--- config.mk ---
export PLATFORM = sky130hd
export DESIGN_NAME = md5_message_digest_top_flat
export DESIGN_NICKNAME = d
export VERILOG_FILES = /design/src/hw/rtl/md5_pkg.sv /design/src/hw/rtl/md5_in_if.sv /design/src/hw/rtl/md5_out_if.sv /design/src/hw/rtl/md5_message_digest_top.sv /design/src/hw/rtl/md5_ram.sv /design/src/hw/rtl/md5_dp.sv /design/src/hw/rtl/md5_ctrl.sv /design/src/flat_wrapper.sv
export SDC_FILE = /design/constraint.sdc
export NUM_CORES = 2
export LEC_CHECK = 0
export BUFFER_PORTS_ARGS = -buffer_cell sky130_fd_sc_hd__buf_2
export CORE_AREA = 2 2 451 453
export CTS_CLUSTER_SIZE = 10
export DETAILED_ROUTE_END_ITERATION = 8
export DIE_AREA = 0 0 453 455
export PLACE_DENSITY = 0.42
export SKIP_LAST_GASP = 1
export SLEW_MARGIN = 20
export SYNTH_ARGS = -nofsm -noshare
export SYNTH_HDL_FRONTEND = slang
export SYNTH_SLANG_ARGS = --single-unit
--- constraint.sdc ---
create_clock -name i_clk -period 10.6 [get_ports i_clk]
set_clock_uncertainty 0.05 [all_clocks]
set_input_delay 0.53 -clock i_clk [delete_from_list [all_inputs] [get_ports i_clk]]
set_output_delay 0.53 -clock i_clk [all_outputs]
set_load 0.005 [all_outputs]
--- src/hw/rtl/md5_pkg.sv ---
// Shared types, constants and round tables for the MD5 digest block.
`default_nettype none

package md5_pkg;

    localparam int WORD_W      = 32;
    localparam int BLOCK_WORDS = 16;
    localparam int POS_W       = 6;
    localparam int ROUND_W     = 6;

    localparam logic [POS_W-1:0] POS_LAST = 6'd63;
    localparam logic [POS_W-1:0] POS_LEN  = 6'd56;
    localparam logic [7:0]       PAD_BYTE = 8'h80;

    localparam logic [WORD_W-1:0] IV_A = 32'h67452301;
    localparam logic [WORD_W-1:0] IV_B = 32'hefcdab89;
    localparam logic [WORD_W-1:0] IV_C = 32'h98badcfe;
    localparam logic [WORD_W-1:0] IV_D = 32'h10325476;

    localparam logic [WORD_W-1:0] K_TABLE [64] = '{
        32'hd76aa478, 32'he8c7b756, 32'h242070db, 32'hc1bdceee,
        32'hf57c0faf, 32'h4787c62a, 32'ha8304613, 32'hfd469501,
        32'h698098d8, 32'h8b44f7af, 32'hffff5bb1, 32'h895cd7be,
        32'h6b901122, 32'hfd987193, 32'ha679438e, 32'h49b40821,
        32'hf61e2562, 32'hc040b340, 32'h265e5a51, 32'he9b6c7aa,
        32'hd62f105d, 32'h02441453, 32'hd8a1e681, 32'he7d3fbc8,
        32'h21e1cde6, 32'hc33707d6, 32'hf4d50d87, 32'h455a14ed,
        32'ha9e3e905, 32'hfcefa3f8, 32'h676f02d9, 32'h8d2a4c8a,
        32'hfffa3942, 32'h8771f681, 32'h6d9d6122, 32'hfde5380c,
        32'ha4beea44, 32'h4bdecfa9, 32'hf6bb4b60, 32'hbebfbc70,
        32'h289b7ec6, 32'heaa127fa, 32'hd4ef3085, 32'h04881d05,
        32'hd9d4d039, 32'he6db99e5, 32'h1fa27cf8, 32'hc4ac5665,
        32'hf4292244, 32'h432aff97, 32'hab9423a7, 32'hfc93a039,
        32'h655b59c3, 32'h8f0ccc92, 32'hffeff47d, 32'h85845dd1,
        32'h6fa87e4f, 32'hfe2ce6e0, 32'ha3014314, 32'h4e0811a1,
        32'hf7537e82, 32'hbd3af235, 32'h2ad7d2bb, 32'heb86d391
    };

    typedef enum logic [1:0] {
        SEL_BYTE,
        SEL_PAD,
        SEL_ZERO,
        SEL_LEN
    } t_byte_sel;

    typedef struct packed {
        logic               absorb;
        t_byte_sel          byte_sel;
        logic               len_latch;
        logic               load;
        logic               round;
        logic               fin;
        logic               emit;
        logic [ROUND_W-1:0] idx;
        logic [ROUND_W-1:0] rd_idx;
    } t_dp_cmd;

    typedef struct packed {
        logic [POS_W-1:0] pos;
    } t_dp_sts;

    // message word used by a round
    function automatic logic [3:0] md5_g(input logic [ROUND_W-1:0] i);
        logic [3:0] lo;
        lo = i[3:0];
        case (i[5:4])
            2'd0:    md5_g = lo;
            2'd1:    md5_g = 4'((lo << 2) + lo + 4'd1);
            2'd2:    md5_g = 4'((lo << 1) + lo + 4'd5);
            default: md5_g = 4'((lo << 3) - lo);
        endcase
    endfunction

    function automatic logic [4:0] md5_rot(input logic [ROUND_W-1:0] i);
        case ({i[5:4], i[1:0]})
            4'd0:    md5_rot = 5'd7;
            4'd1:    md5_rot = 5'd12;
            4'd2:    md5_rot = 5'd17;
            4'd3:    md5_rot = 5'd22;
            4'd4:    md5_rot = 5'd5;
            4'd5:    md5_rot = 5'd9;
            4'd6:    md5_rot = 5'd14;
            4'd7:    md5_rot = 5'd20;
            4'd8:    md5_rot = 5'd4;
            4'd9:    md5_rot = 5'd11;
            4'd10:   md5_rot = 5'd16;
            4'd11:   md5_rot = 5'd23;
            4'd12:   md5_rot = 5'd6;
            4'd13:   md5_rot = 5'd10;
            4'd14:   md5_rot = 5'd15;
            default: md5_rot = 5'd21;
        endcase
    endfunction

endpackage

`default_nettype wire

--- src/hw/rtl/md5_in_if.sv ---
// Input channel: one message byte transfer with its marks.
`default_nettype none

interface md5_in_if;
    logic       valid;
    logic       ready;
    logic [7:0] data_byte;
    logic       byte_valid;
    logic       last;

    modport source (output valid, output data_byte, output byte_valid, output last,
                    input ready);
    modport sink (input valid, input data_byte, input byte_valid, input last,
                  output ready);
endinterface

`default_nettype wire

--- src/hw/rtl/md5_out_if.sv ---
// Output channel: one digest transfer as two 64-bit halves.
`default_nettype none

interface md5_out_if;
    logic        valid;
    logic        ready;
    logic [63:0] digest_low;
    logic [63:0] digest_high;

    modport source (output valid, output digest_low, output digest_high, input ready);
    modport sink (input valid, input digest_low, input digest_high, output ready);
endinterface

`default_nettype wire

--- src/hw/rtl/md5_message_digest_top.sv ---
// MD5 message digest: top level joining controller and datapath.
//
// Use: message bytes arrive on i_in, one per transfer. byte_valid marks a
// real byte; last ends the message, after any byte carried with it. An item
// with last and no byte finishes the message as it stands (empty message
// included). One digest leaves on o_out per message, as two 64-bit halves,
// byte 0 in bits 7:0 of digest_low.
// Flow: bytes are taken only while idle. Filling the 64th byte of a block
// starts compression (load, 64 single-round steps of the shared round
// unit, chain update), and intake stalls until it ends. On last, padding
// absorbs 9 to 72 bytes and brings one or two compressions, then the
// digest is registered.
// Reset clears the chaining words to the initial vector, the bit count and
// the output valid. The digest register parts the channels: new bytes are
// taken while a digest waits; only the next digest hand-off waits for the
// receiver to take the previous one.
`default_nettype none

module md5_message_digest_top
    import md5_pkg::*;
(
    input  wire logic  i_clk,
    input  wire logic  i_rst_n,
    md5_in_if.sink     i_in,
    md5_out_if.source  o_out
);

    t_dp_cmd cmd;
    t_dp_sts sts;

    md5_ctrl u_ctrl (
        .i_clk        (i_clk),
        .i_rst_n      (i_rst_n),
        .i_in_valid   (i_in.valid),
        .i_byte_valid (i_in.byte_valid),
        .i_last       (i_in.last),
        .o_in_ready   (i_in.ready),
        .o_out_valid  (o_out.valid),
        .i_out_ready  (o_out.ready),
        .i_sts        (sts),
        .o_cmd        (cmd)
    );

    md5_dp u_dp (
        .i_clk         (i_clk),
        .i_rst_n       (i_rst_n),
        .i_cmd         (cmd),
        .i_data_byte   (i_in.data_byte),
        .o_sts         (sts),
        .o_digest_low  (o_out.digest_low),
        .o_digest_high (o_out.digest_high)
    );

endmodule

`default_nettype wire

--- src/hw/rtl/md5_ram.sv ---
// Generic single-write, single-read RAM with registered read data.
`default_nettype none

module md5_ram #(
    parameter int WIDTH = 32,
    parameter int DEPTH = 16
) (
    input  wire logic                     i_clk,
    input  wire logic                     i_we,
    input  wire logic [$clog2(DEPTH)-1:0] i_waddr,
    input  wire logic [WIDTH-1:0]         i_wdata,
    input  wire logic [$clog2(DEPTH)-1:0] i_raddr,
    output logic      [WIDTH-1:0]         o_rdata
);

    logic [WIDTH-1:0] r_mem [DEPTH];

    always_ff @(posedge i_clk) begin
        if (i_we) begin
            r_mem[i_waddr] <= i_wdata;
        end
        o_rdata <= r_mem[i_raddr];
    end

endmodule

`default_nettype wire

--- src/hw/rtl/md5_dp.sv ---
// MD5 datapath: byte packing, block RAM, round registers, chain and length.
`default_nettype none

module md5_dp
    import md5_pkg::*;
(
    input  wire logic        i_clk,
    input  wire logic        i_rst_n,
    input  wire t_dp_cmd     i_cmd,
    input  wire logic [7:0]  i_data_byte,
    output t_dp_sts          o_sts,
    output logic      [63:0] o_digest_low,
    output logic      [63:0] o_digest_high
);

    localparam int ADDR_W = $clog2(BLOCK_WORDS);

    logic [WORD_W-1:0] r_chain [4];
    logic [WORD_W-1:0] r_a, r_b, r_c, r_d;
    logic [63:0]       r_bit_count;
    logic [63:0]       r_len;
    logic [WORD_W-1:0] r_word;
    logic [63:0]       r_digest_low, r_digest_high;

    logic [POS_W-1:0]  pos;
    logic [7:0]        byte_in;
    logic              ram_we;
    logic [WORD_W-1:0] ram_wdata;
    logic [WORD_W-1:0] ram_rdata;
    logic [WORD_W-1:0] f;
    logic [WORD_W-1:0] sum;
    logic [63:0]       rot_wide;
    logic [WORD_W-1:0] t_new;

    assign pos = r_bit_count[8:3];

    always_comb begin
        case (i_cmd.byte_sel)
            SEL_BYTE: byte_in = i_data_byte;
            SEL_PAD:  byte_in = PAD_BYTE;
            SEL_ZERO: byte_in = 8'h00;
            default:  byte_in = r_len[{pos[2:0], 3'b000} +: 8];
        endcase
    end

    assign ram_we    = i_cmd.absorb && (pos[1:0] == 2'b11);
    assign ram_wdata = {byte_in, r_word[WORD_W-1:8]};

    md5_ram #(
        .WIDTH(WORD_W),
        .DEPTH(BLOCK_WORDS)
    ) u_block_ram (
        .i_clk   (i_clk),
        .i_we    (ram_we),
        .i_waddr (pos[5:2]),
        .i_wdata (ram_wdata),
        .i_raddr (ADDR_W'(md5_g(i_cmd.rd_idx))),
        .o_rdata (ram_rdata)
    );

    always_comb begin
        case (i_cmd.idx[5:4])
            2'd0:    f = (r_b & r_c) | (~r_b & r_d);
            2'd1:    f = (r_b & r_d) | (r_c & ~r_d);
            2'd2:    f = r_b ^ r_c ^ r_d;
            default: f = r_c ^ (r_b | ~r_d);
        endcase
        sum      = r_a + f + ram_rdata + K_TABLE[i_cmd.idx];
        rot_wide = {sum, sum} << md5_rot(i_cmd.idx);
        t_new    = rot_wide[63:32] + r_b;
    end

    always_ff @(posedge i_clk) begin
        if (!i_rst_n) begin
            r_chain[0]  <= IV_A;
            r_chain[1]  <= IV_B;
            r_chain[2]  <= IV_C;
            r_chain[3]  <= IV_D;
            r_bit_count <= '0;
        end else begin
            if (i_cmd.absorb) begin
                r_bit_count <= r_bit_count + 64'd8;
            end
            if (i_cmd.fin) begin
                r_chain[0] <= r_chain[0] + r_a;
                r_chain[1] <= r_chain[1] + r_b;
                r_chain[2] <= r_chain[2] + r_c;
                r_chain[3] <= r_chain[3] + r_d;
            end
            if (i_cmd.emit) begin
                r_chain[0]  <= IV_A;
                r_chain[1]  <= IV_B;
                r_chain[2]  <= IV_C;
                r_chain[3]  <= IV_D;
                r_bit_count <= '0;
            end
        end
    end

    always_ff @(posedge i_clk) begin
        if (i_cmd.absorb) begin
            r_word <= ram_wdata;
        end
        if (i_cmd.len_latch) begin
            r_len <= r_bit_count;
        end
        if (i_cmd.load) begin
            r_a <= r_chain[0];
            r_b <= r_chain[1];
            r_c <= r_chain[2];
            r_d <= r_chain[3];
        end else if (i_cmd.round) begin
            r_a <= r_d;
            r_d <= r_c;
            r_c <= r_b;
            r_b <= t_new;
        end
        if (i_cmd.emit) begin
            r_digest_low  <= {r_chain[1], r_chain[0]};
            r_digest_high <= {r_chain[3], r_chain[2]};
        end
    end

    assign o_sts.pos     = pos;
    assign o_digest_low  = r_digest_low;
    assign o_digest_high = r_digest_high;

endmodule

`default_nettype wire

--- src/hw/rtl/md5_ctrl.sv ---
// MD5 controller: byte intake, padding sequence, round sequencing, digest hand-off.
`default_nettype none

module md5_ctrl
    import md5_pkg::*;
(
    input  wire logic    i_clk,
    input  wire logic    i_rst_n,
    input  wire logic    i_in_valid,
    input  wire logic    i_byte_valid,
    input  wire logic    i_last,
    output logic         o_in_ready,
    output logic         o_out_valid,
    input  wire logic    i_out_ready,
    input  wire t_dp_sts i_sts,
    output t_dp_cmd      o_cmd
);

    typedef enum logic [2:0] {
        S_IDLE,
        S_PAD80,
        S_PADZ,
        S_PADL,
        S_LOAD,
        S_ROUND,
        S_FIN,
        S_DONE
    } t_state;

    t_state             r_state, n_state;
    t_state             r_ret, n_ret;
    t_state             nxt;
    logic [ROUND_W-1:0] r_round, n_round;
    logic               r_out_valid, n_out_valid;
    logic               in_fire;

    assign o_in_ready  = (r_state == S_IDLE);
    assign in_fire     = i_in_valid && o_in_ready;
    assign o_out_valid = r_out_valid;

    always_comb begin
        o_cmd       = '0;
        nxt         = r_state;
        n_state     = r_state;
        n_ret       = r_ret;
        n_round     = r_round;
        n_out_valid = (r_out_valid && i_out_ready) ? 1'b0 : r_out_valid;

        unique case (r_state)
            S_IDLE: begin
                if (in_fire) begin
                    o_cmd.absorb   = i_byte_valid;
                    o_cmd.byte_sel = SEL_BYTE;
                    nxt            = i_last ? S_PAD80 : S_IDLE;
                end
            end
            S_PAD80: begin
                o_cmd.len_latch = 1'b1;
                o_cmd.absorb    = 1'b1;
                o_cmd.byte_sel  = SEL_PAD;
                nxt             = S_PADZ;
            end
            S_PADZ: begin
                o_cmd.absorb = 1'b1;
                if (i_sts.pos == POS_LEN) begin
                    o_cmd.byte_sel = SEL_LEN;
                    nxt            = S_PADL;
                end else begin
                    o_cmd.byte_sel = SEL_ZERO;
                    nxt            = S_PADZ;
                end
            end
            S_PADL: begin
                o_cmd.absorb   = 1'b1;
                o_cmd.byte_sel = SEL_LEN;
                nxt            = (i_sts.pos == POS_LAST) ? S_DONE : S_PADL;
            end
            S_LOAD: begin
                o_cmd.load   = 1'b1;
                o_cmd.rd_idx = '0;
                n_round      = '0;
                nxt          = S_ROUND;
            end
            S_ROUND: begin
                o_cmd.round  = 1'b1;
                o_cmd.idx    = r_round;
                o_cmd.rd_idx = r_round + 1'b1;
                n_round      = r_round + 1'b1;
                nxt          = (r_round == POS_LAST) ? S_FIN : S_ROUND;
            end
            S_FIN: begin
                o_cmd.fin = 1'b1;
                nxt       = r_ret;
            end
            S_DONE: begin
                if (!r_out_valid || i_out_ready) begin
                    o_cmd.emit  = 1'b1;
                    n_out_valid = 1'b1;
                    nxt         = S_IDLE;
                end
            end
            default: begin
                nxt = S_IDLE;
            end
        endcase

        // a byte landing in the last block slot triggers compression first
        if (o_cmd.absorb && (i_sts.pos == POS_LAST)) begin
            n_state = S_LOAD;
            n_ret   = nxt;
        end else begin
            n_state = nxt;
        end
    end

    always_ff @(posedge i_clk) begin
        if (!i_rst_n) begin
            r_state     <= S_IDLE;
            r_ret       <= S_IDLE;
            r_round     <= '0;
            r_out_valid <= 1'b0;
        end else begin
            r_state     <= n_state;
            r_ret       <= n_ret;
            r_round     <= n_round;
            r_out_valid <= n_out_valid;
        end
    end

endmodule

`default_nettype wire

--- src/flat_wrapper.sv ---
// flat-port wrapper written by rule: the top's interface ports become plain ports
module md5_message_digest_top_flat import md5_pkg::*;
  (i_clk, i_rst_n, i_in_valid, i_in_data_byte, i_in_byte_valid, i_in_last, i_in_ready, o_out_valid, o_out_digest_low, o_out_digest_high, o_out_ready);
  md5_in_if i_in_i ();
  md5_out_if o_out_i ();
  input  wire logic i_clk;
  input  wire logic i_rst_n;
  input wire logic [$bits(i_in_i.valid)-1:0] i_in_valid;
  input wire logic [$bits(i_in_i.data_byte)-1:0] i_in_data_byte;
  input wire logic [$bits(i_in_i.byte_valid)-1:0] i_in_byte_valid;
  input wire logic [$bits(i_in_i.last)-1:0] i_in_last;
  output wire logic [$bits(i_in_i.ready)-1:0] i_in_ready;
  output wire logic [$bits(o_out_i.valid)-1:0] o_out_valid;
  output wire logic [$bits(o_out_i.digest_low)-1:0] o_out_digest_low;
  output wire logic [$bits(o_out_i.digest_high)-1:0] o_out_digest_high;
  input wire logic [$bits(o_out_i.ready)-1:0] o_out_ready;
  assign i_in_i.valid = i_in_valid;
  assign i_in_i.data_byte = i_in_data_byte;
  assign i_in_i.byte_valid = i_in_byte_valid;
  assign i_in_i.last = i_in_last;
  assign i_in_ready = i_in_i.ready;
  assign o_out_valid = o_out_i.valid;
  assign o_out_digest_low = o_out_i.digest_low;
  assign o_out_digest_high = o_out_i.digest_high;
  assign o_out_i.ready = o_out_ready;
  md5_message_digest_top u_core (.i_clk(i_clk), .i_rst_n(i_rst_n), .i_in(i_in_i), .o_out(o_out_i));
endmodule
* After elaboration in Yosys (flattened, before gate mapping)
Memory sizes are Yosys's and may differ from the RTL's. A register that Yosys moved wholly into a read port is not among the register bits.
Cells that the tools add are included.
W data, S select, Z words.
** Cells by class
- Add/subtract/negate cells :: 15
- Order comparisons :: 1
- Equality and inequality tests :: 17
- Shift operators :: 2
- Multiplexer cells :: 53
- Bitwise gates (word level) :: 22
- Reductions and logical operators :: 14
** Operators with widths (count)
- $mux W32 :: 18
- $add A32 B32 Y32 :: 8
- $and A32 B32 Y32 :: 4
- $or A32 B32 Y32 :: 3
- $pmux W32 S3 :: 1
- $xor A32 B32 Y32 :: 3
- $add A64 B4 Y64 const B :: 1
- $not A32 Y32 :: 2
- $shiftx A64 B7 Y8 :: 1
- $shl A64 B5 Y64 :: 1
- $pmux W3 S8 :: 1
- $pmux W8 S3 :: 1
- $mux W1 :: 21
- $eq A6 B6 Y1 const B :: 3
- $mux W3 :: 5
- $eq A3 B3 Y1 const B :: 4
- $mux W6 :: 2
- $pmux W3 S4 :: 1
- $pmux W4 S3 :: 1
- $pmux W6 S2 :: 1
- $add A4 B4 Y4 :: 2
- $eq A2 B2 Y1 const B :: 4
- $or A1 B1 Y1 :: 8
- $ge A7 B7 Y1 const B :: 1
- 17 further kinds :: 27
** Storage, ports and cells
- Register bits :: 429
- Memory bits (writable) :: 640
- ROM bits :: 2128
- Input port bits :: 14
- Output and inout port bits :: 130
- Word-level logic and storage cells :: 142
- Memories kept :: 4
** Memories
- (name not given) :: depth 64, bits a word 32, rd ports 1, clocked after Yosys merged registers in 0, wr ports 0, line md5_dp.sv:68 : sum = r_a + f + ram_rdata + K_TABLE[i_cmd.idx];
- u_core.u_dp.u_block_ram.r_mem :: depth 16, bits a word 32, rd ports 1, clocked after Yosys merged registers in 1, wr ports 1, line md5_ram.sv:16 : logic [WIDTH-1:0] r_mem [DEPTH];
- u_core.u_dp.r_chain :: depth 4, bits a word 32, rd ports 4, clocked after Yosys merged registers in 0, wr ports 4, line md5_dp.sv:18 : logic [WORD_W-1:0] r_chain [4];
- (name not given) :: depth 16, bits a word 5, rd ports 1, clocked after Yosys merged registers in 0, wr ports 0, line md5_pkg.sv:75 : case ({i[5:4], i[1:0]})

* Depth between registers and ports, before layout
- Word-level depth :: 11
- Gate-level depth with buffers :: 48
- Mapped depth without buffers :: 43

* Hierarchy
Synthesis repeated with hierarchy kept, for this count alone.
** Unflattened totals
- Cell total of the unflattened synthesis :: 4769
- Area total of the unflattened synthesis :: 57745.4 sq um
** By module, submodules not included
- md5_dp :: instances 1, cells an instance 3824, area each 37055.5 sq um, seq. area each 14664.1 sq um
- md5_ram :: instances 1, cells an instance 838, area each 19854.0 sq um, seq. area each 16015.4 sq um
- md5_ctrl :: instances 1, cells an instance 107, area each 835.8 sq um, seq. area each 260.2 sq um

* Worst setup path before layout
OpenSTA, ideal clock, no wires.
- Path kind :: reg-to-reg
- Start point :: reg u_core.u_ctrl.r_state[0]
- End point :: reg u_core.u_dp.r_b[30], data pin
- Setup time :: 261 ps
- Arrival time :: 9381 ps
- Data required time :: 10289 ps
- Slack :: 908 ps
- Cell stages (with the launch flop) :: 49
- Buffers on the path :: 6
- Period minus slack after synthesis :: 9692 ps
- Cell sequence :: dfxtp_1 > buf_4 > and3b_1 > buf_6 > buf_2 > nand2_1 > ha_1 > clkbuf_1 > clkbuf_1 > and2_0 > clkbuf_1 > o21ai_0 > o21ai_0 > a21oi_1 > o221ai_1 > fa_1 > inv_1 > fa_1 > [13 not listed] > a21bo_2 > nor2_1 > o31ai_1 > ha_1 > inv_1 > fa_1 > nor2b_1 > o21a_1 > o21ai_0 > a211o_1 > a31oi_1 > o2111ai_1 > a21oi_1 > a211oi_1 > o211ai_1 > a21boi_0 > mux2i_1 > nand3_1
** Between the ends
- Cells in the longest elaborated chain, start to end :: 11
- Elaborated cells on any way between the ends :: 20
- Classes of those cells :: add/sub (4); eq/ne (4); shift (1); mux (7); bitwise (1); reduce/logical (1); memory (2)
** RTL lines
- start: declaration :: line md5_ctrl.sv:30 : t_state r_state, n_state;
- start signal: assignment :: line md5_ctrl.sv:123 : r_state <= n_state;
- $eq A3 B3 Y1 :: line md5_ctrl.sv:49 : unique case (r_state)
- $mux W6 :: line md5_ctrl.sv:49
- $eq A2 B2 Y1, or another cell as far along :: line md5_dp.sv:62 : case (i_cmd.idx[5:4])
- $pmux W32 S3 / $mem_v2 Z64 W32 (equally long branches)
- $add A32 B32 Y32 / $mux W32 (equally long branches) (2 in series) :: line md5_dp.sv:68
- $add A32 B32 Y32 :: line md5_dp.sv:68
- $shl A64 B5 Y64 :: line md5_dp.sv:69 : rot_wide = {sum, sum} << md5_rot(i_cmd.idx);
- $add A32 B32 Y32 :: line md5_dp.sv:70 : t_new = rot_wide[63:32] + r_b;
- $mux W32 :: line md5_dp.sv:112 : end else if (i_cmd.round) begin
- $mux W32 * :: line md5_dp.sv:107 : if (i_cmd.load) begin
- end signal: assignment :: line md5_dp.sv:109 : r_b <= r_chain[1];
- end signal: assignment :: line md5_dp.sv:116 : r_b <= t_new;
- end: declaration :: line md5_dp.sv:19 : logic [WORD_W-1:0] r_a, r_b, r_c, r_d;
Mark *: on every way between the ends. The rest lies on a longest branch, timed or not. The select of a mux whose other input is x is not followed.
A chain may end at the register's enable or synchronous reset.

* Worst setup path in the final report
- Start point :: reg u_core.u_ctrl.r_state[0]
- End point :: reg u_core.u_dp.r_b[26], data pin
Same word-level chain as after synthesis.

==> out/results.tsv <==
stage	metric	value	unit
power	Sw Share	0.236	
final_layout	share of cells above drive strength 1	0.150	
clock_tree	CTS tree	yes	
route	vias after detailed routing	43000	
synth	yosys warns	0	
synth	Post-synth EDFFs	917	
clock_tree	CTS root buf	clkbuf_16	
sta	actual slew at the worst max-slew pin	1040	ps
grt	pin count of the biggest net entering global routing	125	
route	Routed WL	207	mm
route	1st-pass router iterations	7	
route	antenna-violating nets left	0	
clock_tree	total CTS buffers	135	
grt	vias in the first global route	42100	
grt	met3 Track Usage GR	0.0261	
synth	#FFs+latches synth	1087	
route	wire length per cell	25.2	um
final_layout	final net count	5734	
placement	Post-DP HPWL	144	mm
synth	FFs w/ async S/R, synth	0	
grt	gr ovfl total	0	
critical_path	peak fanout along the critical path	12	
grt	GR Layer Usage met1	0.266	
power	internal power	7.49	mW
critical_path	Crit-path slowest cell	fa_1	
clock_tree	H-tree depth	4	
floorplan	Die ar.	206000	um^2
synth	synth unique cells	101	
synth	largest cells by area after synthesis	edfxtp_1 46%, dfxtp_1 5.7%, mux4_2 5.3%	
power	LEAKAGE	24.5	nW
route	DRC viols	0	
run	max-cap violation count	0	
clock_tree	Clock Sinks	1087	
floorplan	io pins	144	
clock_tree	clk_lat worst skew	800	ps
sta	Max Fclk	101	MHz
synth	Seq/Total Area, Yosys	0.516	
critical_path	crit-path most repeated cell	fa_1	
synth	Post-synth top cells	917 x edfxtp_1, 604 x nand2_1, 384 x a21oi_1, 319 x nor2_1, 264 x o21ai_0	
grt	antenna violations before repair	6	
power	Psw	2.31	mW
route	DRT iter0 DRCs	3376	
placement	PortBufs	143	
clock_tree	Worst-path clk slew	60	ps
critical_path	critical path launch point type	flop	
synth	count leader, synth	edfxtp_1	
critical_path	Critical Path RT	11100	ps
sta	setup TNS	0	ps
synth	synthesized area	60000	um^2
critical_path	critical path's largest stage delay	510	ps
floorplan	chip width	453	um
sta	Final Setup Violations	0	
critical_path	Critical Path AT	10420	ps
grt	met2 usage	0.318	
power	sequential fraction of design power	0.500	
synth	ys flop type	edfxtp_1	
clock_tree	# hold bufs at CTS	0	
final_layout	Layout area overhead	15.0	%
power	Comb pwr share	0.044	
sta	Tcrit/Tclk final	0.935	
route	Vias/cell	5.23	
synth	Synth top area share	0.459	
synth	syn avg cell area	11.4	um^2
floorplan	Cell Rows	165	
grt	GRT Max-Usage Layer	met2	
power	Power Total	9.80	mW
outcome	status	completed	
placement	GPL Wtd Cong	0.971	
grt	first-pass GRT wire length	298	mm
critical_path	WS Path Type	flop to flop	
power	Pwr Density	142	nW/um^2
clock_tree	CTS Buffer Depth	3	
power	Peak VDD IR	0.000136	V
sta	relative slew slack	0.298	
min_path	Hold/Removal Path Class	input port to flop	
sta	Period minus WS final	9920	ps
sta	RSZ-0062 raised after global routing	no	
grt	GRT Total Usage	0.197	
floorplan	Initial Util	0.298	
sta	Final Hold Viols	0	
synth	Synthesized Nets	5557	
power	clock power share	0.455	
floorplan	Die Ht	455	um
floorplan	Core Box Area	201000	um^2
critical_path	Crit. End Element	flop	
sta	Final Max Slew Viols	0	
synth	area leader, netlist	edfxtp_1	
synth	Mapped Cells	5262	
[worst max-delay path: cells and delay by family (launching register included)]
| kind | cells | cell delay (ps) |
|---|---|---|
| flops | 1 | 440 |
| fa+ha+maj | 6 | 2220 |
| buf+inv | 3 | 370 |
| compound gates | 21 | 4950 |
| simple gates | 9 | 1650 |
[layout by cell type, fill, tap and decap left out, types with 58 or more instances in the layout]
| master | synthesis | layout |
|---|---|---|
| nand2_1 | 604 | 603 |
| mux4_2 | 142 | 142 |
| nor3_1 | 65 | 60 |
| buf_4 | 4 | 187 |
| clkbuf_16 | 0 | 136 |
| nand3_1 | 119 | 119 |
| a21oi_1 | 384 | 383 |
| inv_1 | 255 | 252 |
| xnor2_1 | 107 | 106 |
| clkbuf_1 | 192 | 58 |
| ha_1 | 213 | 209 |
| mux2i_1 | 204 | 200 |
| buf_2 | 54 | 143 |
| xor2_1 | 97 | 97 |
| a21o_1 | 80 | 80 |
| nor2_1 | 319 | 302 |
| edfxtp_1 | 917 | 917 |
| o21ai_0 | 264 | 255 |
| fa_1 | 68 | 68 |
| o211ai_1 | 62 | 62 |
| dfxtp_1 | 170 | 167 |
[through the flow]
| stage | utilization | setup slack [ps] | std cells | instance area [um^2] | hold WS (ps) |
|---|---|---|---|---|---|
| detailed placement | 0.321 | 324 | 7973 | 64600 | 385 |
| floorplan | - | 908 | 5262 | 60000 | 353 |
| global placement | 0.321 | 425 | 7973 | 64600 | 379 |
| finish | 0.343 | 684 | 8210 | 69000 | 85.5 |
| CTS | 0.342 | 305 | 8207 | 68900 | 20.6 |
| global route | 0.343 | 31.0 | 8208 | 69000 | 79.8 |
[flip-flops by register name (all words and copies together) (netlist names)]
register	count
u_core.u_ctrl.o_out_valid	1
u_core.u_ctrl.r_ret	3
u_core.u_ctrl.r_round	6
u_core.u_ctrl.r_state	3
u_core.u_dp.o_digest_high	64
u_core.u_dp.o_digest_low	64
u_core.u_dp.r_a	32
u_core.u_dp.r_b	32
u_core.u_dp.r_bit_count	61
u_core.u_dp.r_c	32
u_core.u_dp.r_chain	128
u_core.u_dp.r_d	32
u_core.u_dp.r_len	61
u_core.u_dp.r_word	24
u_core.u_dp.u_block_ram.o_rdata	32
u_core.u_dp.u_block_ram.r_mem	512
[logic make-up after synthesis]
group / share of synthesized area
AO/OA/AOI/OAI: 0.134
XOR/XNOR: 0.0298
adder cells (fa/ha/maj): 0.0721
buffers and inverters: 0.0368
flip-flops: 0.516
multiplexers: 0.0982
AND/OR/NAND/NOR: 0.114
[power groups by stage]
stage	clock network [mW]	logic (mW)	registers (mW)
after floorplan	0	0.279	4.94
after global placement	0	0.438	4.99
after detailed placement	0	0.436	5.00
after CTS	4.62	0.439	4.91
after global routing	4.76	0.479	4.92
final	4.46	0.432	4.91
[routing by layer]
| metal | routed length (um) | part of all wire | vias to the layer above |
|---|---|---|---|
| li1 | - | - | 20000 |
| met1 | 93500 | 0.45 | 21600 |
| met2 | 96500 | 0.47 | 1047 |
| met3 | 8540 | 0.041 | 285 |
| met4 | 8250 | 0.040 | 0 |
| met5 | 0 | 0 | - |
[path summary, 6_finish.rpt]
check,from,endpoint,slack (ps),depth (start not counted)
hold reg to reg,u_core.u_dp.r_bit_count[63],u_core.u_dp.r_len[63],400,0
hold / removal,o_out_ready,u_core.u_ctrl.o_out_valid,90,3
setup reg to reg,u_core.u_ctrl.r_state[0],u_core.u_dp.r_b[26],680,39
setup / recovery,u_core.u_ctrl.r_state[0],u_core.u_dp.r_b[26],680,39
[layout make-up]
cell class	count	area, um^2
diodes	2	5.00
clock buffers	199	3690
clock inverters	35	563
fillers	20200	132000
inverters	257	971
multi-input cells	3619	27200
flip-flops and latches	1087	30900
well taps	2672	3340
repair buffers	339	2280
[what timing repair did]
action | CTS | global route
buffers inserted | 0 | 1
resized for setup | 0 | 19
setup endpoints to repair | 0 | 9
Note: power is estimated with default switching activity, not from simulation.
